**config.mk**
```make
export PLATFORM = sky130hd
export DESIGN_NAME = pid_with_deadzone_separation_dfilter_unit
export DESIGN_NICKNAME = d
export VERILOG_FILES = /design/src/rtl/pwd_pkg.sv /design/src/rtl/pid_with_deadzone_separation_dfilter_unit.sv /design/src/rtl/pwd_mul.sv
export VERILOG_INCLUDE_DIRS = /design/src /design/src/rtl
export SDC_FILE = /design/constraint.sdc
export NUM_CORES = 1
export LEC_CHECK = 0
export ABC_CLOCK_PERIOD_IN_PS = 7130
export BUFFER_PORTS_ARGS = -buffer_cell sky130_fd_sc_hd__buf_2
export CAP_MARGIN = 20
export CORE_MARGIN = 2
export CORE_UTILIZATION = 64
export DETAILED_ROUTE_END_ITERATION = 8
export PLACE_DENSITY = 0.78
export SKIP_CTS_REPAIR_TIMING = 1
export SYNTH_ARGS = -nofsm -noshare
export SYNTH_HDL_FRONTEND = slang
export SYNTH_SLANG_ARGS = --single-unit
export TNS_END_PERCENT = 10
```
**constraint.sdc**
```tcl
create_clock -name i_clk -period 7.13 [get_ports i_clk]
set_clock_uncertainty 0.1 [all_clocks]
set_input_delay 0.713 -clock i_clk [delete_from_list [all_inputs] [get_ports i_clk]]
set_output_delay 0.713 -clock i_clk [all_outputs]
set_load 0.005 [all_outputs]
```
**src/rtl/pid_with_deadzone_separation_dfilter_unit_assert.svh**
```systemverilog
// assertion macros shared by the pid controller rtl
// no dependencies; included by the top level
`ifndef PID_WITH_DEADZONE_SEPARATION_DFILTER_UNIT_ASSERT_SVH
`define PID_WITH_DEADZONE_SEPARATION_DFILTER_UNIT_ASSERT_SVH

// same-cycle implication
`define PWD_ASSERT_NOW(label, clk, rst_n, ante, cons) \
    label: assert property (@(posedge clk) disable iff (!rst_n) (ante) |-> (cons)) \
        else $error("pwd assertion failed");

// next-cycle implication
`define PWD_ASSERT_NEXT(label, clk, rst_n, ante, cons) \
    label: assert property (@(posedge clk) disable iff (!rst_n) (ante) |=> (cons)) \
        else $error("pwd assertion failed");

`endif

```
**src/rtl/pwd_pkg.sv**
```systemverilog
// types and constants of the pid controller
// no dependencies; used by pwd_mul and the top level
package pwd_pkg;

    localparam int MUL_A_W = 35;
    localparam int MUL_B_W = 18;
    localparam int MUL_P_W = MUL_A_W + MUL_B_W;

    localparam logic [3:0] CFG_GAIN_P    = 4'd0;
    localparam logic [3:0] CFG_GAIN_I    = 4'd1;
    localparam logic [3:0] CFG_GAIN_D    = 4'd2;
    localparam logic [3:0] CFG_OUT_LIM   = 4'd3;
    localparam logic [3:0] CFG_INT_LIM   = 4'd4;
    localparam logic [3:0] CFG_DEAD_BAND = 4'd5;
    localparam logic [3:0] CFG_SEP_THR   = 4'd6;
    localparam logic [3:0] CFG_FILT_COEF = 4'd7;

    typedef enum logic [2:0] {
        ST_IDLE,
        ST_MUL_P,
        ST_MUL_I,
        ST_MUL_F1,
        ST_MUL_F2,
        ST_MUL_D,
        ST_SUM,
        ST_OUT
    } t_state;

endpackage

```
**src/rtl/pid_with_deadzone_separation_dfilter_unit.sv**
```systemverilog
// top level of the pid controller with dead band, integral separation
// and filtered derivative; depends on pwd_pkg, pwd_mul and the assert header
//
// usage:
//   input channel i_in_valid / o_in_ready carries target, feedback, req_type.
//   output channel o_out_valid / i_out_ready carries drive and in_dead_band.
//   config channel i_cfg_valid / o_cfg_ready writes register i_cfg_index;
//   indexes beyond the list are ignored; always ready.
// sequencing and throughput:
//   clear and dead band items: idle, then the output state, then the output register.
//   compute items: five products in turn on one bit-serial 35x18 multiplier,
//   then the sum state and the output state; the filter coefficient at zero
//   skips two products.
//   one item at a time; the next item is accepted once the result has left the output state.
// reset:
//   clears controller state and loads register defaults.
// stall:
//   a result waits in the output register while i_out_ready is low; the
//   next item is accepted but its result waits until the register frees.
`include "pid_with_deadzone_separation_dfilter_unit_assert.svh"
module pid_with_deadzone_separation_dfilter_unit import pwd_pkg::*; (
    input  logic               i_clk,
    input  logic               i_rst_n,
    input  logic               i_in_valid,
    output logic               o_in_ready,
    input  logic signed [15:0] i_target,
    input  logic signed [15:0] i_feedback,
    input  logic               i_req_type,
    output logic               o_out_valid,
    input  logic               i_out_ready,
    output logic signed [15:0] o_drive,
    output logic               o_in_dead_band,
    input  logic               i_cfg_valid,
    output logic               o_cfg_ready,
    input  logic [3:0]         i_cfg_index,
    input  logic [15:0]        i_cfg_data
);

    t_state r_state, n_state;

    logic signed [15:0] r_gain_p, r_gain_i, r_gain_d;
    logic [14:0]        r_out_lim, r_int_lim;
    logic [15:0]        r_dead_band, r_sep_thr, r_coef;

    logic signed [17:0] r_prev;
    logic signed [16:0] r_integ;
    logic signed [34:0] r_fd;

    logic signed [16:0] r_e;
    logic [16:0]        r_mag;
    logic signed [17:0] r_raw;
    logic signed [24:0] r_p;
    logic signed [35:0] r_t;
    logic signed [28:0] r_d;
    logic signed [15:0] r_res_drive;
    logic               r_res_db;
    logic               r_start, n_start;

    logic               r_out_valid;
    logic signed [15:0] r_out_drive;
    logic               r_out_db;

    logic signed [MUL_A_W-1:0] w_a;
    logic signed [MUL_B_W-1:0] w_b;
    logic                      w_done;
    logic signed [MUL_P_W-1:0] w_prod;

    logic               w_accept;
    logic signed [16:0] w_e;
    logic [16:0]        w_mag;
    logic               w_dead;
    logic signed [25:0] w_iacc;
    logic signed [16:0] w_iclamp;
    logic signed [29:0] w_sum;
    logic signed [15:0] w_sclamp;
    logic               w_out_free;

    assign w_accept   = i_in_valid && o_in_ready;
    assign w_e        = 17'(i_target) - 17'(i_feedback);
    assign w_mag      = w_e[16] ? 17'(-w_e) : w_e;
    assign w_dead     = w_mag < 17'(r_dead_band);
    assign w_out_free = !r_out_valid || i_out_ready;

    always_comb begin
        w_iacc = 26'(r_integ) + 26'($signed(w_prod[32:8]));
        if (w_iacc > $signed(26'(r_int_lim))) begin
            w_iclamp = $signed(17'(r_int_lim));
        end else if (w_iacc < -$signed(26'(r_int_lim))) begin
            w_iclamp = -$signed(17'(r_int_lim));
        end else begin
            w_iclamp = 17'(w_iacc);
        end
        w_sum = 30'(r_p) + 30'(r_integ) + 30'(r_d);
        if (w_sum > $signed(30'(r_out_lim))) begin
            w_sclamp = $signed(16'(r_out_lim));
        end else if (w_sum < -$signed(30'(r_out_lim))) begin
            w_sclamp = -$signed(16'(r_out_lim));
        end else begin
            w_sclamp = 16'(w_sum);
        end
    end

    always_comb begin
        w_a = 35'(r_e);
        w_b = 18'(r_gain_p);
        unique case (r_state)
            ST_MUL_I:  w_b = 18'(r_gain_i);
            ST_MUL_F1: begin
                w_a = r_fd;
                w_b = $signed({2'b00, 16'(17'h10000 - 17'(r_coef))});
            end
            ST_MUL_F2: begin
                w_a = 35'(r_raw);
                w_b = $signed({2'b00, r_coef});
            end
            ST_MUL_D: begin
                w_a = r_fd;
                w_b = 18'(r_gain_d);
            end
            default: ;
        endcase
    end

    pwd_mul u_mul (
        .i_clk  (i_clk),
        .i_rst_n(i_rst_n),
        .i_start(r_start),
        .i_a    (w_a),
        .i_b    (w_b),
        .o_done (w_done),
        .o_prod (w_prod)
    );

    always_comb begin
        n_state = r_state;
        n_start = 1'b0;
        unique case (r_state)
            ST_IDLE: begin
                if (w_accept) begin
                    if (i_req_type || w_dead) begin
                        n_state = ST_OUT;
                    end else begin
                        n_state = ST_MUL_P;
                        n_start = 1'b1;
                    end
                end
            end
            ST_MUL_P: begin
                if (w_done) begin
                    n_state = ST_MUL_I;
                    n_start = 1'b1;
                end
            end
            ST_MUL_I: begin
                if (w_done) begin
                    n_start = 1'b1;
                    n_state = (r_coef != 16'd0) ? ST_MUL_F1 : ST_MUL_D;
                end
            end
            ST_MUL_F1: begin
                if (w_done) begin
                    n_state = ST_MUL_F2;
                    n_start = 1'b1;
                end
            end
            ST_MUL_F2: begin
                if (w_done) begin
                    n_state = ST_MUL_D;
                    n_start = 1'b1;
                end
            end
            ST_MUL_D: begin
                if (w_done) begin
                    n_state = ST_SUM;
                end
            end
            ST_SUM:  n_state = ST_OUT;
            ST_OUT: begin
                if (w_out_free) begin
                    n_state = ST_IDLE;
                end
            end
            default: n_state = ST_IDLE;
        endcase
    end

    always_ff @(posedge i_clk) begin
        if (!i_rst_n) begin
            r_state <= ST_IDLE;
            r_start <= 1'b0;
        end else begin
            r_state <= n_state;
            r_start <= n_start;
        end
    end

    // configuration registers
    always_ff @(posedge i_clk) begin
        if (!i_rst_n) begin
            r_gain_p    <= '0;
            r_gain_i    <= '0;
            r_gain_d    <= '0;
            r_out_lim   <= 15'h7fff;
            r_int_lim   <= 15'h7fff;
            r_dead_band <= '0;
            r_sep_thr   <= '0;
            r_coef      <= 16'd19661;
        end else if (i_cfg_valid) begin
            unique case (i_cfg_index)
                CFG_GAIN_P:    r_gain_p    <= i_cfg_data;
                CFG_GAIN_I:    r_gain_i    <= i_cfg_data;
                CFG_GAIN_D:    r_gain_d    <= i_cfg_data;
                CFG_OUT_LIM:   r_out_lim   <= i_cfg_data[14:0];
                CFG_INT_LIM:   r_int_lim   <= i_cfg_data[14:0];
                CFG_DEAD_BAND: r_dead_band <= i_cfg_data;
                CFG_SEP_THR:   r_sep_thr   <= i_cfg_data;
                CFG_FILT_COEF: r_coef      <= i_cfg_data;
                default: ;
            endcase
        end
    end

    // controller state
    always_ff @(posedge i_clk) begin
        if (!i_rst_n) begin
            r_prev  <= '0;
            r_integ <= '0;
            r_fd    <= '0;
        end else begin
            unique case (r_state)
                ST_IDLE: begin
                    if (w_accept) begin
                        if (i_req_type) begin
                            r_prev  <= '0;
                            r_integ <= '0;
                            r_fd    <= '0;
                        end else if (w_dead) begin
                            r_prev  <= '0;
                            r_integ <= '0;
                        end
                    end
                end
                ST_MUL_I: begin
                    if (w_done) begin
                        if (r_sep_thr == 16'd0 || r_mag < 17'(r_sep_thr)) begin
                            r_integ <= w_iclamp;
                        end else begin
                            r_integ <= '0;
                        end
                        if (r_coef == 16'd0) begin
                            r_fd <= 35'($signed({r_raw, 16'd0}));
                        end
                    end
                end
                ST_MUL_F2: begin
                    if (w_done) begin
                        r_fd <= 35'(r_t + 36'(w_prod[35:0]));
                    end
                end
                ST_SUM:  r_prev <= 18'(r_e);
                default: ;
            endcase
        end
    end

    // per-item working registers
    always_ff @(posedge i_clk) begin
        if (r_state == ST_IDLE && w_accept) begin
            r_e         <= w_e;
            r_mag       <= w_mag;
            r_raw       <= 18'(w_e) - r_prev;
            r_res_drive <= '0;
            r_res_db    <= !i_req_type && w_dead;
        end
        if (r_state == ST_MUL_P && w_done) begin
            r_p <= w_prod[32:8];
        end
        if (r_state == ST_MUL_F1 && w_done) begin
            r_t <= w_prod[51:16];
        end
        if (r_state == ST_MUL_D && w_done) begin
            r_d <= w_prod[52:24];
        end
        if (r_state == ST_SUM) begin
            r_res_drive <= w_sclamp;
            r_res_db    <= 1'b0;
        end
    end

    // output register
    always_ff @(posedge i_clk) begin
        if (!i_rst_n) begin
            r_out_valid <= 1'b0;
        end else if (r_state == ST_OUT && w_out_free) begin
            r_out_valid <= 1'b1;
        end else if (i_out_ready) begin
            r_out_valid <= 1'b0;
        end
    end

    always_ff @(posedge i_clk) begin
        if (r_state == ST_OUT && w_out_free) begin
            r_out_drive <= r_res_drive;
            r_out_db    <= r_res_db;
        end
    end

    assign o_in_ready     = (r_state == ST_IDLE);
    assign o_cfg_ready    = 1'b1;
    assign o_out_valid    = r_out_valid;
    assign o_drive        = r_out_drive;
    assign o_in_dead_band = r_out_db;

    `PWD_ASSERT_NOW(a_done_in_mul, i_clk, i_rst_n, w_done,
        r_state == ST_MUL_P || r_state == ST_MUL_I || r_state == ST_MUL_F1 ||
        r_state == ST_MUL_F2 || r_state == ST_MUL_D)
    `PWD_ASSERT_NEXT(a_accept_busy, i_clk, i_rst_n, w_accept, r_state != ST_IDLE)
    `PWD_ASSERT_NOW(a_db_zero, i_clk, i_rst_n, r_out_valid && r_out_db, r_out_drive == 16'sd0)
    `PWD_ASSERT_NEXT(a_start_once, i_clk, i_rst_n, r_start, !r_start)

endmodule

```
**src/rtl/pwd_mul.sv**
```systemverilog
// bit-serial signed multiplier, one multiplier bit per cycle
// depends on pwd_pkg
module pwd_mul import pwd_pkg::*; (
    input  logic                      i_clk,
    input  logic                      i_rst_n,
    input  logic                      i_start,
    input  logic signed [MUL_A_W-1:0] i_a,
    input  logic signed [MUL_B_W-1:0] i_b,
    output logic                      o_done,
    output logic signed [MUL_P_W-1:0] o_prod
);

    logic                      r_busy, n_busy;
    logic                      r_done, n_done;
    logic [4:0]                r_cnt, n_cnt;
    logic signed [MUL_A_W-1:0] r_a;
    logic [MUL_B_W-1:0]        r_b;
    logic [MUL_P_W-1:0]        r_acc;
    logic signed [MUL_A_W:0]   w_sum;
    logic                      w_last;

    assign w_last = (r_cnt == 5'(MUL_B_W - 1));

    always_comb begin
        w_sum = $signed(r_acc[MUL_P_W-1:MUL_B_W]);
        if (r_b[0]) begin
            if (w_last) begin
                w_sum = w_sum - (MUL_A_W+1)'(r_a);
            end else begin
                w_sum = w_sum + (MUL_A_W+1)'(r_a);
            end
        end
    end

    always_comb begin
        n_busy = r_busy;
        n_done = 1'b0;
        n_cnt  = r_cnt;
        if (i_start) begin
            n_busy = 1'b1;
            n_cnt  = '0;
        end else if (r_busy) begin
            n_cnt = r_cnt + 5'd1;
            if (w_last) begin
                n_busy = 1'b0;
                n_done = 1'b1;
            end
        end
    end

    always_ff @(posedge i_clk) begin
        if (!i_rst_n) begin
            r_busy <= 1'b0;
            r_done <= 1'b0;
            r_cnt  <= '0;
        end else begin
            r_busy <= n_busy;
            r_done <= n_done;
            r_cnt  <= n_cnt;
        end
    end

    always_ff @(posedge i_clk) begin
        if (i_start) begin
            r_a   <= i_a;
            r_b   <= i_b;
            r_acc <= '0;
        end else if (r_busy) begin
            r_b   <= {1'b0, r_b[MUL_B_W-1:1]};
            r_acc <= {w_sum, r_acc[MUL_B_W-1:1]};
        end
    end

    assign o_done = r_done;
    assign o_prod = $signed(r_acc);

endmodule
```
==> reports/qor.csv, run 1 <==
metric;value;unit
nets;3868;
Crit path required time;7.44;ns
element type at the critical path start;register;
Slew headroom;26.7;%
Reg clk slew, reported paths;0.06;ns
layout cells sized above 1;8.53;%
status;finished clean;
synth top area cells;edfxtp_1 21%, dfxtp_1 16%, ha_1 11%, a21oi_1 4.0%, xnor2_1 4.0%;
CP top delay family;compound AO/OA/AOI/OAI gates;
Crit path buffers/inverters;2;
crit-path max cell delay;0.63;ns
grt total ovfl;0;
Area growth syn-to-layout;8.80;%
Synth Cell Area;32000;um2
via density per instance;6.51;
core area;49200;um2
leakage;14.3;nW
dpl hpwl;70000;um
# IOs;78;
post-synth top area cell;edfxtp_1;
std cell rows;81;
placed cells;4101;
Buffers on Ports;76;
worst-path maximum fanout;23;
Fin. Hold Viols;0;
DR WL/cell;22.5;um
Die Width;228;um
Syn Area/Cell;9.19;um2
Hold WC Path Type;in -> reg;
slowest CP cell;a21o_1;
largest net degree at the start of global routing;95;
Synth cell types;102;
Worst Setup Path Type;reg -> reg;
CTS tree;built;
CTS Root Cell;clkbuf_16;
Non-Filler Instances;4209;
post-synthesis instance total;3484;
# DRC;0;
PD cells;322;nW/um2
full die area;51800;um2
Post-synth EDFFs;226;
ys flop type;dfxtp_1;
setup TNS;0;ns
initial drt markers;2708;
total of max-cap violations;0;
commonest cells in the netlist;336 x nor2_1, 314 x nand2_1, 279 x ha_1;
H-tree depth;2;
count leader, synth;nor2_1;
number of CTS-inserted buffers;54;
vias;27399;
period utilization;85.1;%
Longest Clk Path Bufs;3;
Worst Tran Pin Value;1.10;ns
final core occ;70.9;%
Final setup viols;0;
post-synthesis async set-or-reset flop share;0;%
f_max;165;MHz
gpl congestion;0.984;
synth warn;0;
Seq/Total Area, Yosys;37.5;%
max-slew violation count;0;
Routed Antenna Nets;0;
time the worst path needs with I/O delays and setup;6.07;ns
RSZ-0062 raised after global routing;no;
Synthesized Nets;3856;
CP endpoint kind;register;
number of global-route vias before repair;26247;
DIE HEIGHT;228;um
register bit total from synthesis;487;
drt pass-1 iters;6;
Total Power;0.0112;W
first-pass GRT wire length;146000;um
critical path data arrival time;6.38;ns
total track usage;36.6;%
Initial Util;65.1;%
Yosys top cell area share;21.2;%
Clk Latency, worst-skew pair;0.63;ns
Peak VDD IR;0.000230;V
Num Clock Sinks;487;
Routed WL;94800;um
crit path cell chain;fa_1 > ha_1 > inv_1 > fa_1 > nor2b_1 > o31a_1 > o21ai_0 > nand2b_1 > a21o_1 > a21oi_1 > xnor2_1 > ha_1 > o21ai_0 > o21bai_1 > a21o_1 > a221oi_1 > o21ai_0 > a2111o_1 > nor4_1 > and4b_1 > a21o_1 > buf_4 > nor2_1 > a211oi_1;
initial antenna violation count;5;
[power by group]
part	switching [W]	internal, W	leakage, nW
combinational	0.00267	0.00163	9.20
sequential	0.000528	0.00347	4.20
clock	0.00121	0.00172	0.928
[metrics by stage]
stage                     setup slack (ns)  area (um2)  hold WS [ns]
after detailed placement             0.808       32900         0.307
after global placement                1.01       32900         0.306
after CTS                             1.10       34800         0.278
after floorplan                       1.49       32000         0.300
final                                 1.06       34800         0.305
after global routing                 0.548       34800         0.300
[final cells by class]
| cell class | instances | area (um2) |
|---|---|---|
| Clock buffer | 77 | 1570 |
| Fill cell | 3735 | 14300 |
| Multi-Input combinational cell | 2648 | 18700 |
| Inverter | 185 | 696 |
| Sequential cell | 487 | 12000 |
| Clock inverter | 25 | 305 |
| Tap cell | 664 | 831 |
| Antenna cell | 3 | 7.51 |
| Timing Repair Buffer | 120 | 743 |
[logic make-up after synthesis]
family / share of synthesized area [%]
and+or+nand+nor: 14.8
AOI/OAI and AO/OA: 20.0
DFF: 37.5
buffers and inverters: 4.34
adders and majority gates: 13.1
xor gates and xnor gates: 5.74
muxes: 4.53
other: 0.0117
[worst paths after layout]
check	start	endpoint	slack, ns	cells after the start
hold / removal	i_cfg_data[15]	r_gain_p[15]$_SDFFE_PN0P_	0.31	3
setup reg to reg	r_integ[1]$_SDFFE_PN0P_	r_res_drive[1]$_SDFFCE_PN0P_	1.06	24
hold reg to reg	r_res_drive[0]$_SDFFCE_PN0P_	o_drive[0]$_DFFE_PP_	0.32	0
setup / recovery	r_integ[1]$_SDFFE_PN0P_	r_res_drive[1]$_SDFFCE_PN0P_	1.06	24
[layer usage]
metal | routed length (um) | vias to the layer above | GRT usage (%)
met4 | 4410 | 6 | 16.3
li1 | - | 12756 | -
met2 | 45000 | 1266 | 61.5
met1 | 37800 | 13091 | 46.4
met3 | 7570 | 280 | 5.99
met5 | 50 | - | 0
[worst reg2reg max path, delay by kind of cell (launching register included)]
family | cells | cell delay [ns]
xor gates and xnor gates | 1 | 0.30
AOI/OAI and AO/OA | 12 | 2.55
buffers and inverters | 2 | 0.34
and+or+nand+nor | 5 | 0.73
adders and majority gates | 4 | 1.47
DFF | 1 | 0.38
[flip-flops by register name, summed over array words and instances, names as in the netlist, 17 cells and up]
register and cells:
r_d 29, r_e 17, r_fd 35, r_integ 17, r_p 25, r_prev 17, r_raw 18, r_t 35
u_mul.o_prod 53, u_mul.r_a 35, u_mul.r_b 18
[placed cells by master (no fill, tap or decap), types with 24 or more instances in the layout]
cell       Yosys  layout
fa_1          35      35
a211oi_1      68      68
mux2i_1      118     118
a21oi_1      256     256
nand3_1       65      65
o211ai_1      49      49
dfxtp_1      261     259
nand4_1       36      36
inv_1        178     177
nand2_1      314     314
a21o_1       102     102
xnor2_1      145     145
o21ai_0      162     162
nor2b_1       31      30
a22o_1        28      28
mux2_2        24      24
ha_1         279     279
buf_2          6      76
clkbuf_16      0      57
nor4_1        25      24
xor2_1        65      65
o21bai_1      27      27
o21a_1        28      28
a22oi_1       36      36
nor3_1        68      65
nand2b_1      25      25
nor2_1       336     334
edfxtp_1     226     226
a31oi_1       26      26
buf_4          1      41
No activity file was read; power rests on OpenSTA's default activity.
==> run 2, diff against run 1 <==
--- a/config.mk
+++ b/config.mk
@@ -8,11 +8,10 @@
 export LEC_CHECK = 0
 export ABC_CLOCK_PERIOD_IN_PS = 7130
 export BUFFER_PORTS_ARGS = -buffer_cell sky130_fd_sc_hd__buf_2
-export CAP_MARGIN = 20
 export CORE_MARGIN = 2
-export CORE_UTILIZATION = 64
+export CORE_UTILIZATION = 55
 export DETAILED_ROUTE_END_ITERATION = 8
-export PLACE_DENSITY = 0.78
+export PLACE_DENSITY = 0.68
 export SKIP_CTS_REPAIR_TIMING = 1
 export SYNTH_ARGS = -nofsm -noshare
 export SYNTH_HDL_FRONTEND = slang
==> run 2 against run 1 <==
  * Global-route usage decreased by 5.5 points
  * Sequential share of layout area about the same
  * Wire length decreased by 1.1%
  * Count of clock-buffer cells in the layout decreased by 6
  * Highest routed layer unchanged
==> reports/qor.csv, run 2 (same netlist as run 1, synthesis figures left out) <==
metric;value;unit
status;finished clean;
Reg clk slew, reported paths;0.06;ns
H-tree depth;2;
layout cells sized above 1;8.56;%
final core occ;60.6;%
Num Clock Sinks;487;
setup TNS;0;ns
Sw Share;39.3;%
first-pass GRT wire length;146000;um
CTS Root Cell;clkbuf_16;
initial antenna violation count;5;
DR WL/cell;21.7;um
Initial Util;55.6;%
Routed WL;93700;um
CTS tree;built;
Clk Latency, worst-skew pair;0.63;ns
Slew headroom;19.8;%
Worst Hold Depth;3;
CP endpoint kind;register;
Worst Tran Pin Value;1.20;ns
full die area;60200;um2
PD cells;319;nW/um2
critical path data arrival time;6.39;ns
time the worst path needs with I/O delays and setup;6.13;ns
Reg power frac;35.7;%
most common cell after layout, fill and taps aside;nor2_1;
via density per instance;6.18;
f_max;163;MHz
RSZ-0062 raised after global routing;no;
Fin. Hold Viols;0;
Sw Pwr;0.00438;W
gpl congestion;0.960;
CP Launch Point;r_integ[1]$_SDFFE_PN0P_;
Routed Antenna Nets;0;
Hold WC Path Type;in -> reg;
element type at the critical path start;register;
Crit path required time;7.39;ns
Worst Setup Path Type;reg -> reg;
number of CTS-inserted buffers;53;
vias;26627;
Buffers on Ports;76;
drt pass-1 iters;6;
R2R depth;24;
# DRC;0;
placed cells;4206;
nets;3868;
grt total ovfl;0;
worst flop-to-flop path startpoint;r_integ[1]$_SDFFE_PN0P_;
period utilization;86.0;%
Clock Power Share;25.8;%
Longest Clk Path Bufs;3;
Int Power;0.00676;W
std cell rows;88;
Multi-input gate area;18700;um2
largest net degree at the start of global routing;68;
number of global-route vias before repair;26066;
most frequent cells in the layout;334 x nor2_1, 314 x nand2_1, 279 x ha_1;
Area growth syn-to-layout;8.93;%
DIE HEIGHT;245;um
Final setup viols;0;
Total Power;0.0111;W
dpl hpwl;70500;um
Logic pwr share;38.6;%
core area;57600;um2
hold path start;i_out_ready;
FF/Latch Area;12000;um2
Peak VDD IR;0.000291;V
fillcell total;4965;
total track usage;31.0;%
initial drt markers;2266;
total of max-cap violations;0;
worst-path maximum fanout;31;
Die Width;245;um
leakage;14.3;nW
Non-Filler Instances;4308;
max FFs per register;53;
final hold slack;0.307;ns
max-slew violation count;0;
# IOs;78;
## run 2: cell types whose count changed in the layout (fill, tap and decap cells not counted), sizes merged
cell | before | now
inv | 183 | 184
clkbuf | 78 | 71
clkinv | 22 | 19
clkinvlp | 0 | 6
diode | 3 | 2
buf | 119 | 121
## run 2: metal layers
metal	up-vias	track usage (%)	share of wire (%)
met1	12739	39.9	42
met2	928	52.9	47
met3	205	4.24	6.4
met5	-	0	0.023
met4	4	11.8	3.9
li1	12751	-	-
## run 2: metrics by stage
stage	instance area (um2)	setup slack, ns
finish	34900	0.999
global route	34900	0.687
CTS	34900	1.01
detailed placement	33100	0.732
global placement	33100	0.869
floorplan	32000	1.49
## run 2: worst paths after layout
kind	to	slack (ns)
worst max-delay path	r_res_drive[5]$_SDFFCE_PN0P_	1.0
worst min-delay path	o_out_valid$_SDFFE_PN0P_	0.31
worst max register to register	r_res_drive[5]$_SDFFCE_PN0P_	1.0
worst min register to register	o_drive[10]$_DFFE_PP_	0.32
## run 2: power groups by stage
stage	registers, W	logic, W	clock network (W)
2_1_floorplan	0.00374	0.00316	0
3_3_place_gp	0.00401	0.00412	0
3_5_place_dp	0.00402	0.00421	0
4_1_cts	0.00397	0.00424	0.00291
5_1_grt	0.00400	0.00473	0.00300
6_report	0.00397	0.00430	0.00287
## run 2: layout make-up
cell class,count,share of cell area [%]
clock inverters,29,0.947
diodes,2,0.0144
repair buffers,121,2.06
inverters,185,1.99
clock buffers,71,4.26
well taps,765,2.74
multi-input cells,2648,53.5
flip-flops and latches,487,34.5
## run 2: worst max-delay path, cell delays in order, from the launching register on
cell      delay, ns
dfxtp_1        0.40
fa_1           0.57
ha_1           0.19
inv_1          0.06
fa_1           0.41
nor2b_1        0.17
o31a_1         0.27
o21ai_0        0.11
nand2b_1       0.11
a21o_1         0.13
a21oi_1        0.08
xnor2_1        0.30
ha_1           0.31
o21ai_0        0.08
o21bai_1       0.09
a21o_1         0.18
a221oi_1       0.38
o21ai_0        0.15
a2111o_1       0.39
nor4_1         0.27
and4b_1        0.25
a21o_1         0.14
buf_4          0.31
a21oi_1        0.14
a22o_1         0.26
